**src/sv/tes_pkg.sv**
```systemverilog
// ----------------------------------------------------------------------------
// Tick event scheduler package
// Shared types, codes and sizes for the periodic and one-shot timer block.
// ----------------------------------------------------------------------------
package tes_pkg;

  localparam int TIME_W         = 32;
  localparam int HANDLE_W       = 8;
  localparam int PERIODIC_SLOTS = 8;
  localparam int ONESHOT_SLOTS  = 8;
  localparam int MAX_RESULTS    = 16;
  localparam int FCNT_W         = $clog2(MAX_RESULTS + 1);

  typedef enum logic [2:0] {
    MODE_TICK     = 3'd0,
    MODE_REG_PER  = 3'd1,
    MODE_SET_EN   = 3'd2,
    MODE_REG_ONE  = 3'd3,
    MODE_CANCEL   = 3'd4
  } mode_e;

  typedef enum logic [1:0] {
    KIND_PERIODIC = 2'd0,
    KIND_ONESHOT  = 2'd1,
    KIND_ACK      = 2'd2
  } kind_e;

  localparam logic STATUS_OK   = 1'b0;
  localparam logic STATUS_FAIL = 1'b1;

  typedef enum logic [3:0] {
    S_IDLE,
    S_TICK_INC,
    S_TICK_PER,
    S_TICK_ONE,
    S_TICK_END,
    S_REG_RELOAD,
    S_REG_DUE,
    S_ENA_WALK,
    S_ONE_ADD,
    S_ONE_CANCEL,
    S_ACK
  } state_e;

  typedef struct packed {
    logic [2:0]          mode;
    logic [HANDLE_W-1:0] handle;
    logic [TIME_W-1:0]   ticks;
    logic                enable;
  } cmd_t;

  typedef struct packed {
    logic [1:0]          kind;
    logic [HANDLE_W-1:0] fired_handle;
    logic                status;
    logic                last;
  } result_t;

  typedef struct packed {
    logic [TIME_W-1:0] add_a;
    logic [TIME_W-1:0] add_b;
    logic              cin;
    logic [TIME_W-1:0] cmp_a;
    logic [TIME_W-1:0] cmp_b;
  } alu_req_t;

  typedef struct packed {
    logic [TIME_W-1:0] sum;
    logic              eq;
  } alu_rsp_t;

endpackage

```
**src/sv/tes_alu.sv**
```systemverilog
// ----------------------------------------------------------------------------
// Tick event scheduler time unit
// The one adder and equality comparator on tick times, shared by every sequencer step that needs one.
// ----------------------------------------------------------------------------
module tes_alu (
  input  tes_pkg::alu_req_t req,
  output tes_pkg::alu_rsp_t rsp
);

  logic [tes_pkg::TIME_W:0] wide_sum;

  assign wide_sum = {1'b0, req.add_a} + {1'b0, req.add_b}
                  + {{tes_pkg::TIME_W{1'b0}}, req.cin};
  assign rsp.sum  = wide_sum[tes_pkg::TIME_W-1:0];
  assign rsp.eq   = (req.cmp_a == req.cmp_b);

endmodule

```
**src/sv/tick_event_scheduler.sv**
```systemverilog
// ----------------------------------------------------------------------------
// Tick event scheduler
// Periodic and one-shot software timer driven by tick and command items.
// ----------------------------------------------------------------------------
// An item is taken on cmd when start is high and busy is low. A tick item
// advances the tick count and then reports every due enabled periodic slot,
// then every due one-shot slot, at most MAX_RESULTS in all, each as one
// result on result, flagged by strobe for one cycle; the final one carries
// last. A tick with nothing due gives no result. Every other item gives one
// acknowledge result with last. A sequencer walks the slots one per cycle
// through a single shared adder and comparator. A tick walks the registered
// periodic count and then all one-shot slots; registering a periodic slot
// sets its reload and then its due time, or goes straight to the acknowledge
// when the table is full, as does an unknown mode; enable, one-shot register
// and cancel walk at most the table size.
// Each fired result is held until the next one is found or the walk ends,
// so that the final one can carry last, and then leaves through an output
// register. The final result of every item is on result in the cycle in
// which busy falls, when a new item may already be taken.
// The receiver cannot stall; results are never held back.
// Reset clears the tick count, the periodic count, all enable and occupied
// flags and the one-shot handles, and returns the sequencer to idle.
// ----------------------------------------------------------------------------
module tick_event_scheduler #(
  parameter int PERIODIC_SLOTS = tes_pkg::PERIODIC_SLOTS,
  parameter int ONESHOT_SLOTS  = tes_pkg::ONESHOT_SLOTS
) (
  input  logic             clk,
  input  logic             rst,
  input  logic             start,
  output logic             busy,
  input  tes_pkg::cmd_t    cmd,
  output logic             strobe,
  output tes_pkg::result_t result
);

  localparam int PIW  = (PERIODIC_SLOTS > 1) ? $clog2(PERIODIC_SLOTS) : 1;
  localparam int OIW  = (ONESHOT_SLOTS > 1) ? $clog2(ONESHOT_SLOTS) : 1;
  localparam int PCW  = $clog2(PERIODIC_SLOTS + 1);
  localparam int MAXS = (PERIODIC_SLOTS > ONESHOT_SLOTS) ? PERIODIC_SLOTS
                                                         : ONESHOT_SLOTS;
  localparam int CW   = $clog2(MAXS + 1);
  localparam int TW   = tes_pkg::TIME_W;
  localparam int HW   = tes_pkg::HANDLE_W;

  tes_pkg::state_e   state, state_next;
  tes_pkg::cmd_t     cmd_q;
  tes_pkg::alu_req_t alu_req;
  tes_pkg::alu_rsp_t alu_rsp;
  tes_pkg::result_t  result_next;

  logic [TW-1:0]  now;
  logic [PCW-1:0] count;
  logic [CW-1:0]  idx;
  logic           st;
  logic           strobe_next;

  logic [HW-1:0]  phandle [PERIODIC_SLOTS];
  logic [TW-1:0]  preload [PERIODIC_SLOTS];
  logic [TW-1:0]  pdue    [PERIODIC_SLOTS];
  logic           pen     [PERIODIC_SLOTS];
  logic [HW-1:0]  ohandle [ONESHOT_SLOTS];
  logic [TW-1:0]  odue    [ONESHOT_SLOTS];
  logic           occ     [ONESHOT_SLOTS];

  logic                   pend_valid;
  logic [1:0]             pend_kind;
  logic [HW-1:0]          pend_handle;
  logic [tes_pkg::FCNT_W-1:0] fcnt;

  logic [PIW-1:0] pi;
  logic [OIW-1:0] oi;
  logic           per_in, os_in;
  logic           fire, record;
  logic [1:0]     fire_kind;
  logic [HW-1:0]  fire_handle;

  tes_alu u_alu (
    .req (alu_req),
    .rsp (alu_rsp)
  );

  assign pi     = idx[PIW-1:0];
  assign oi     = idx[OIW-1:0];
  assign per_in = (idx < CW'(count));
  assign os_in  = (idx < CW'(ONESHOT_SLOTS));
  assign busy   = (state != tes_pkg::S_IDLE);

  always_comb begin
    alu_req.add_a = now;
    alu_req.add_b = cmd_q.ticks;
    alu_req.cin   = 1'b0;
    alu_req.cmp_a = now;
    alu_req.cmp_b = now;
    case (state)
      tes_pkg::S_TICK_INC: begin
        alu_req.add_b = '0;
        alu_req.cin   = 1'b1;
      end
      tes_pkg::S_TICK_PER: begin
        alu_req.add_b = preload[pi];
        alu_req.cmp_a = pdue[pi];
      end
      tes_pkg::S_TICK_ONE: begin
        alu_req.cmp_a = odue[oi];
      end
      tes_pkg::S_REG_RELOAD: begin
        alu_req.add_a = cmd_q.ticks;
        alu_req.add_b = '1;
      end
      tes_pkg::S_ENA_WALK: begin
        alu_req.add_b = preload[pi];
      end
      default: begin
      end
    endcase
  end

  always_comb begin
    fire        = 1'b0;
    fire_kind   = tes_pkg::KIND_PERIODIC;
    fire_handle = phandle[pi];
    if (state == tes_pkg::S_TICK_PER) begin
      fire = per_in && pen[pi] && alu_rsp.eq;
    end else if (state == tes_pkg::S_TICK_ONE) begin
      fire        = os_in && occ[oi] && alu_rsp.eq;
      fire_kind   = tes_pkg::KIND_ONESHOT;
      fire_handle = ohandle[oi];
    end
  end

  assign record = fire && (fcnt < tes_pkg::FCNT_W'(tes_pkg::MAX_RESULTS));

  always_comb begin
    state_next  = state;
    strobe_next = 1'b0;
    result_next = '{kind: pend_kind, fired_handle: pend_handle,
                    status: tes_pkg::STATUS_OK, last: 1'b0};
    case (state)
      tes_pkg::S_IDLE: begin
        if (start) begin
          case (cmd.mode)
            tes_pkg::MODE_TICK:    state_next = tes_pkg::S_TICK_INC;
            tes_pkg::MODE_REG_PER: state_next = (count < PCW'(PERIODIC_SLOTS))
                                              ? tes_pkg::S_REG_RELOAD
                                              : tes_pkg::S_ACK;
            tes_pkg::MODE_SET_EN:  state_next = tes_pkg::S_ENA_WALK;
            tes_pkg::MODE_REG_ONE: state_next = tes_pkg::S_ONE_ADD;
            tes_pkg::MODE_CANCEL:  state_next = tes_pkg::S_ONE_CANCEL;
            default:               state_next = tes_pkg::S_ACK;
          endcase
        end
      end
      tes_pkg::S_TICK_INC: state_next = tes_pkg::S_TICK_PER;
      tes_pkg::S_TICK_PER: begin
        if (!per_in) begin
          state_next = tes_pkg::S_TICK_ONE;
        end
        strobe_next = record && pend_valid;
      end
      tes_pkg::S_TICK_ONE: begin
        if (!os_in) begin
          state_next = tes_pkg::S_TICK_END;
        end
        strobe_next = record && pend_valid;
      end
      tes_pkg::S_TICK_END: begin
        strobe_next      = pend_valid;
        result_next.last = 1'b1;
        state_next       = tes_pkg::S_IDLE;
      end
      tes_pkg::S_REG_RELOAD: state_next = tes_pkg::S_REG_DUE;
      tes_pkg::S_REG_DUE:    state_next = tes_pkg::S_ACK;
      tes_pkg::S_ENA_WALK: begin
        if (!per_in || (phandle[pi] == cmd_q.handle)) begin
          state_next = tes_pkg::S_ACK;
        end
      end
      tes_pkg::S_ONE_ADD: begin
        if (!os_in || !occ[oi]) begin
          state_next = tes_pkg::S_ACK;
        end
      end
      tes_pkg::S_ONE_CANCEL: begin
        if (!os_in || (ohandle[oi] == cmd_q.handle)) begin
          state_next = tes_pkg::S_ACK;
        end
      end
      tes_pkg::S_ACK: begin
        strobe_next = 1'b1;
        result_next = '{kind: tes_pkg::KIND_ACK, fired_handle: cmd_q.handle,
                        status: st, last: 1'b1};
        state_next  = tes_pkg::S_IDLE;
      end
      default: state_next = tes_pkg::S_IDLE;
    endcase
  end

  always_ff @(posedge clk) begin
    if (rst) begin
      state <= tes_pkg::S_IDLE;
    end else begin
      state <= state_next;
    end
  end

  always_ff @(posedge clk) begin
    if (rst) begin
      strobe     <= 1'b0;
      now        <= '0;
      count      <= '0;
      idx        <= '0;
      st         <= tes_pkg::STATUS_FAIL;
      pend_valid <= 1'b0;
      fcnt       <= '0;
      for (int i = 0; i < PERIODIC_SLOTS; i++) begin
        pen[i] <= 1'b0;
      end
      for (int i = 0; i < ONESHOT_SLOTS; i++) begin
        occ[i]     <= 1'b0;
        ohandle[i] <= '0;
      end
    end else begin
      strobe <= strobe_next;
      case (state)
        tes_pkg::S_IDLE: begin
          idx        <= '0;
          st         <= tes_pkg::STATUS_FAIL;
          pend_valid <= 1'b0;
          fcnt       <= '0;
        end
        tes_pkg::S_TICK_INC: begin
          now <= alu_rsp.sum;
        end
        tes_pkg::S_TICK_PER: begin
          idx <= per_in ? idx + CW'(1) : '0;
        end
        tes_pkg::S_TICK_ONE: begin
          idx <= idx + CW'(1);
          if (fire) begin
            occ[oi] <= 1'b0;
          end
        end
        tes_pkg::S_REG_RELOAD: begin
          pen[count[PIW-1:0]] <= 1'b0;
        end
        tes_pkg::S_REG_DUE: begin
          count <= count + PCW'(1);
          st    <= tes_pkg::STATUS_OK;
        end
        tes_pkg::S_ENA_WALK: begin
          idx <= idx + CW'(1);
          if (per_in && (phandle[pi] == cmd_q.handle)) begin
            pen[pi] <= cmd_q.enable;
            st      <= tes_pkg::STATUS_OK;
          end
        end
        tes_pkg::S_ONE_ADD: begin
          idx <= idx + CW'(1);
          if (os_in && !occ[oi]) begin
            occ[oi]     <= 1'b1;
            ohandle[oi] <= cmd_q.handle;
            st          <= tes_pkg::STATUS_OK;
          end
        end
        tes_pkg::S_ONE_CANCEL: begin
          idx <= idx + CW'(1);
          if (os_in && (ohandle[oi] == cmd_q.handle)) begin
            occ[oi] <= 1'b0;
            st      <= tes_pkg::STATUS_OK;
          end
        end
        default: begin
        end
      endcase
      if (record) begin
        pend_valid <= 1'b1;
        fcnt       <= fcnt + tes_pkg::FCNT_W'(1);
      end
    end
  end

  always_ff @(posedge clk) begin
    result <= result_next;
    if (start && !busy) begin
      cmd_q <= cmd;
    end
    if (record) begin
      pend_kind   <= fire_kind;
      pend_handle <= fire_handle;
    end
    case (state)
      tes_pkg::S_TICK_PER: begin
        if (fire) begin
          pdue[pi] <= alu_rsp.sum;
        end
      end
      tes_pkg::S_REG_RELOAD: begin
        phandle[count[PIW-1:0]] <= cmd_q.handle;
        preload[count[PIW-1:0]] <= alu_rsp.sum;
      end
      tes_pkg::S_REG_DUE: begin
        pdue[count[PIW-1:0]] <= alu_rsp.sum;
      end
      tes_pkg::S_ENA_WALK: begin
        if (per_in && (phandle[pi] == cmd_q.handle) && cmd_q.enable) begin
          pdue[pi] <= alu_rsp.sum;
        end
      end
      tes_pkg::S_ONE_ADD: begin
        if (os_in && !occ[oi]) begin
          odue[oi] <= alu_rsp.sum;
        end
      end
      default: begin
      end
    endcase
  end

`ifndef ASSERT_OFF
  a_accept_busy: assert property (@(posedge clk) disable iff (rst)
    (start && !busy) |=> busy)
    else $error("accepted item did not make the block busy");

  a_ack_last: assert property (@(posedge clk) disable iff (rst)
    (strobe && (result.kind == tes_pkg::KIND_ACK)) |->
      (result.last && (result.fired_handle == cmd_q.handle)))
    else $error("acknowledge item is not final or carries a wrong handle");

  a_count_range: assert property (@(posedge clk) disable iff (rst)
    count <= PCW'(PERIODIC_SLOTS))
    else $error("periodic slot count exceeds the table size");

  a_fire_cap: assert property (@(posedge clk) disable iff (rst)
    fcnt <= tes_pkg::FCNT_W'(tes_pkg::MAX_RESULTS))
    else $error("reported fire count exceeds the result limit");

  a_idle_quiet: assert property (@(posedge clk) disable iff (rst)
    ($past(state) == tes_pkg::S_IDLE) |-> !strobe)
    else $error("result issued without an item in progress");
`endif

endmodule
```
**config.mk**
```make
export PLATFORM = sky130hd
export DESIGN_NAME = tick_event_scheduler
export DESIGN_NICKNAME = d
export VERILOG_FILES = /design/src/sv/tes_pkg.sv /design/src/sv/tes_alu.sv /design/src/sv/tick_event_scheduler.sv
export SDC_FILE = /design/constraint.sdc
export NUM_CORES = 1
export LEC_CHECK = 0
export ABC_AREA = 1
export BUFFER_PORTS_ARGS = -buffer_cell sky130_fd_sc_hd__buf_2
export CORE_ASPECT_RATIO = 1.25
export CORE_MARGIN = 2
export CORE_UTILIZATION = 55
export CTS_CLUSTER_DIAMETER = 60
export DETAILED_ROUTE_END_ITERATION = 10
export PLACE_DENSITY = 0.71
export SYNTH_ARGS = -nofsm -noshare
export SYNTH_HDL_FRONTEND = slang
export SYNTH_SLANG_ARGS = --single-unit
```
**constraint.sdc**
```tcl
create_clock -name clk -period 5.51 [get_ports clk]
set_input_delay 1.102 -clock clk [delete_from_list [all_inputs] [get_ports clk]]
set_output_delay 1.102 -clock clk [all_outputs]
set_load 0.005 [all_outputs]
```
==> out/qor.csv <==
stage,metric,value,unit
synth,netlist_area,44600,µm²
clock_network,cts.sinks,1029,
floorplan,dieArea,83400,µm²
synth,async_flop_share,0,
clock_network,clk_latency,0.69,ns
sta,skew,0.0325,ns
run_status,status,"finished, final reports clean",
floorplan,dieHeight,322,µm
setup_path,required,6.07,ns
hold_path,worstHoldStart,pend_handle[5],
floorplan,start_util,0.557,
clock_network,cts_resized,0,
route,vias,31626,
sta,hold_viol,0,
synth,synth.avg_cell_area,10.8,µm²
synth,ys_seq_area_frac,0.678,
sta,post-route-period-util,0.933,
global_routing,grt_pass1_vias,30249,
job,drv_cap,0,
power_and_ir_drop,p_total,29.1,mW
route,viasPerCell,5.95,
floorplan,rows,116,
clock_network,cts_root_buf,clkbuf_16,
placed_design,hpwl,70500,µm
synth,synth_seq_cells,1029,
sta,tightest_slew,1.15,ns
sta,max_freq,0.195,GHz
clock_network,h-tree-depth,3,
global_routing,overflow,0,
setup_path,arrival,5.70,ns
synth,yosysWarnings,0,
cells_and_area,fin_nets,4258,
floorplan,core,80100,µm²
route,dr.pass1.iters,6,
sta,max_slew_margin,0.232,
global_routing,grt_use_total,0.288,
global_routing,antenna_found_initial,0,
route,drt_wl_total,121000,µm
synth,syn-num-nets,4206,
synth,synth_top_area_frac,0.648,
synth,synth_edf_count,962,
setup_path,crit_start,state[2],
route,wl_per_cell,22.7,µm
global_routing,grt_max_degree,214,
clock_network,cts_setup_buffers,0,
power_and_ir_drop,p_per_area,584,nW/µm²
sta,hold_slack,0.445,ns
route,drt_iter0_drc,3700,
setup_path,cp-start-kind,flop,
placed_design,gp_congestion,0.998,
power_and_ir_drop,p_leak,18.4,nW
sta,setup_tns,0,ns
hold_path,hold_class,flop to flop,
cells_and_area,drive_gt1_frac,0.0923,
sta,period_minus_slack,5.14,ns
clock_network,cts_tree,done,
cells_and_area,syn2layout_area_growth,11.6,%
floorplan,fp.dieW,259,µm
sta,rsz0062_at_grt,no,
setup_path,cp_max_fo,25,
synth,synth_area_leaders,"edfxtp_1, nand2_1, nor2_1, o21ai_0, dfxtp_1",
synth,yosysMostFrequentCell,edfxtp_1,
synth,synth_commonest_cells,"edfxtp_1, nand2_1, nor2_1",
clock_network,cts.clk_slew.worst_paths,0.06,ns
synth,synth_area_leader_cell,edfxtp_1,
setup_path,rr_startpoint,state[2],
synth,syn_inst,4121,
setup_path,crit_path_end_kind,flop,
route,drc,0,
clock_network,cts-buffers-inserted,101,
sta,slew_viol_final,0,
route,ant_nets,0,
clock_network,clockBufferDepth,3,
power_and_ir_drop,peakVddDrop,0.000439,V
cells_and_area,antenna_cells,0,
floorplan,io_pins,61,
sta,finalSetupViolations,0,
setup_path,worst-setup-path-type,flop to flop,
global_routing,grt_pass1_wl,180000,µm
synth,ys_types,49,
clock_network,cts_hold_buf,0,
placed_design,portBuffers,60,
synth,synth_ff_type,edfxtp_1,
-- worst max-delay path: stages, from the launching register on --
cell	delay, ns
dfxtp_1	0.33
inv_1	0.06
nor2_1	0.12
inv_1	0.13
nor3_1	0.35
nor2_1	0.10
inv_2	0.10
a21oi_1	0.14
a21oi_1	0.18
o21ai_0	0.14
fa_1	0.47
fa_1	0.47
nand3_1	0.09
nand2_1	0.09
a31oi_1	0.28
o21ai_0	0.25
a21boi_0	0.71
o21ai_0	0.27
nand2_1	0.11
nand2_1	0.09
xor2_1	0.15
buf_4	0.20
o21ai_0	0.16
inv_1	0.05
-- final cells by class --
class                           count  area, µm²
Clock inverter                     47        492
Fill cell                        6294      30300
Inverter                          261        997
Multi-Input combinational cell   2599      12400
Sequential cell                  1029      30200
Clock buffer                      140       2860
Timing Repair Buffer              181       1420
Tap cell                         1062       1330
-- cells by family after synthesis --
kind of cell    share of synthesized area
compound gates                     0.0919
xor+xnor                          0.00943
fa+ha+maj                          0.0110
buf+inv                            0.0465
flops                               0.678
simple gates                        0.163
-- per-layer routing --
| layer | track usage | share of wire |
|---|---|---|
| met2 | 0.477 | 0.49 |
| met4 | 0.127 | 0.040 |
| met1 | 0.383 | 0.39 |
| met5 | 0 | 0 |
| met3 | 0.0383 | 0.086 |
-- metrics by stage --
stage | instances | setup WS (ns) | instance area, µm² | utilization
after global routing | 5319 | 0.0325 | 49800 | 0.621
after global placement | 5131 | 0.701 | 46400 | 0.580
final | 5319 | 0.370 | 49800 | 0.621
after CTS | 5318 | 0.597 | 49800 | 0.621
after floorplan | 4121 | 0.647 | 44600 | -
after detailed placement | 5131 | 0.629 | 46400 | 0.580
-- state kept, by name, indices dropped and copies added (netlist names), named ones only --
name / cells
cmd_q: 41
count: 4
fcnt: 5
idx: 4
now: 32
occ: 8
odue: 256
ohandle: 64
pdue: 256
pen: 8
pend_handle: 8
pend_kind: 1
pend_valid: 1
phandle: 64
preload: 256
result: 12
st: 1
state: 4
strobe: 1
-- layout by cell type (no fill, tap or decap), types with 54 or more instances in the layout --
| cell | netlist | routed |
|---|---|---|
| inv_1 | 244 | 237 |
| buf_4 | 5 | 104 |
| edfxtp_1 | 962 | 962 |
| a21oi_1 | 123 | 123 |
| o21ai_0 | 441 | 441 |
| dfxtp_1 | 67 | 64 |
| clkbuf_16 | 0 | 103 |
| nand2_1 | 704 | 704 |
| nor2_1 | 688 | 670 |
| nand3_1 | 265 | 265 |
| o211ai_1 | 54 | 54 |
| buf_2 | 79 | 60 |
-- path summary, 6_finish.rpt --
check,endpoint,slack (ns),cells past startpoint
worst max register to register,now[22],0.37,23
worst min register to register,result[7],0.44,2
worst min-delay path,result[7],0.44,2
worst max-delay path,now[22],0.37,23
-- report_power, final --
part / internal, mW / leakage [nW] / switching (mW)
Combinational: 2.49 / 7.46 / 7.27
Sequential: 12.1 / 9.33 / 0.274
Clock: 4.01 / 1.63 / 2.94
Note: power is estimated with default switching activity, not from simulation.
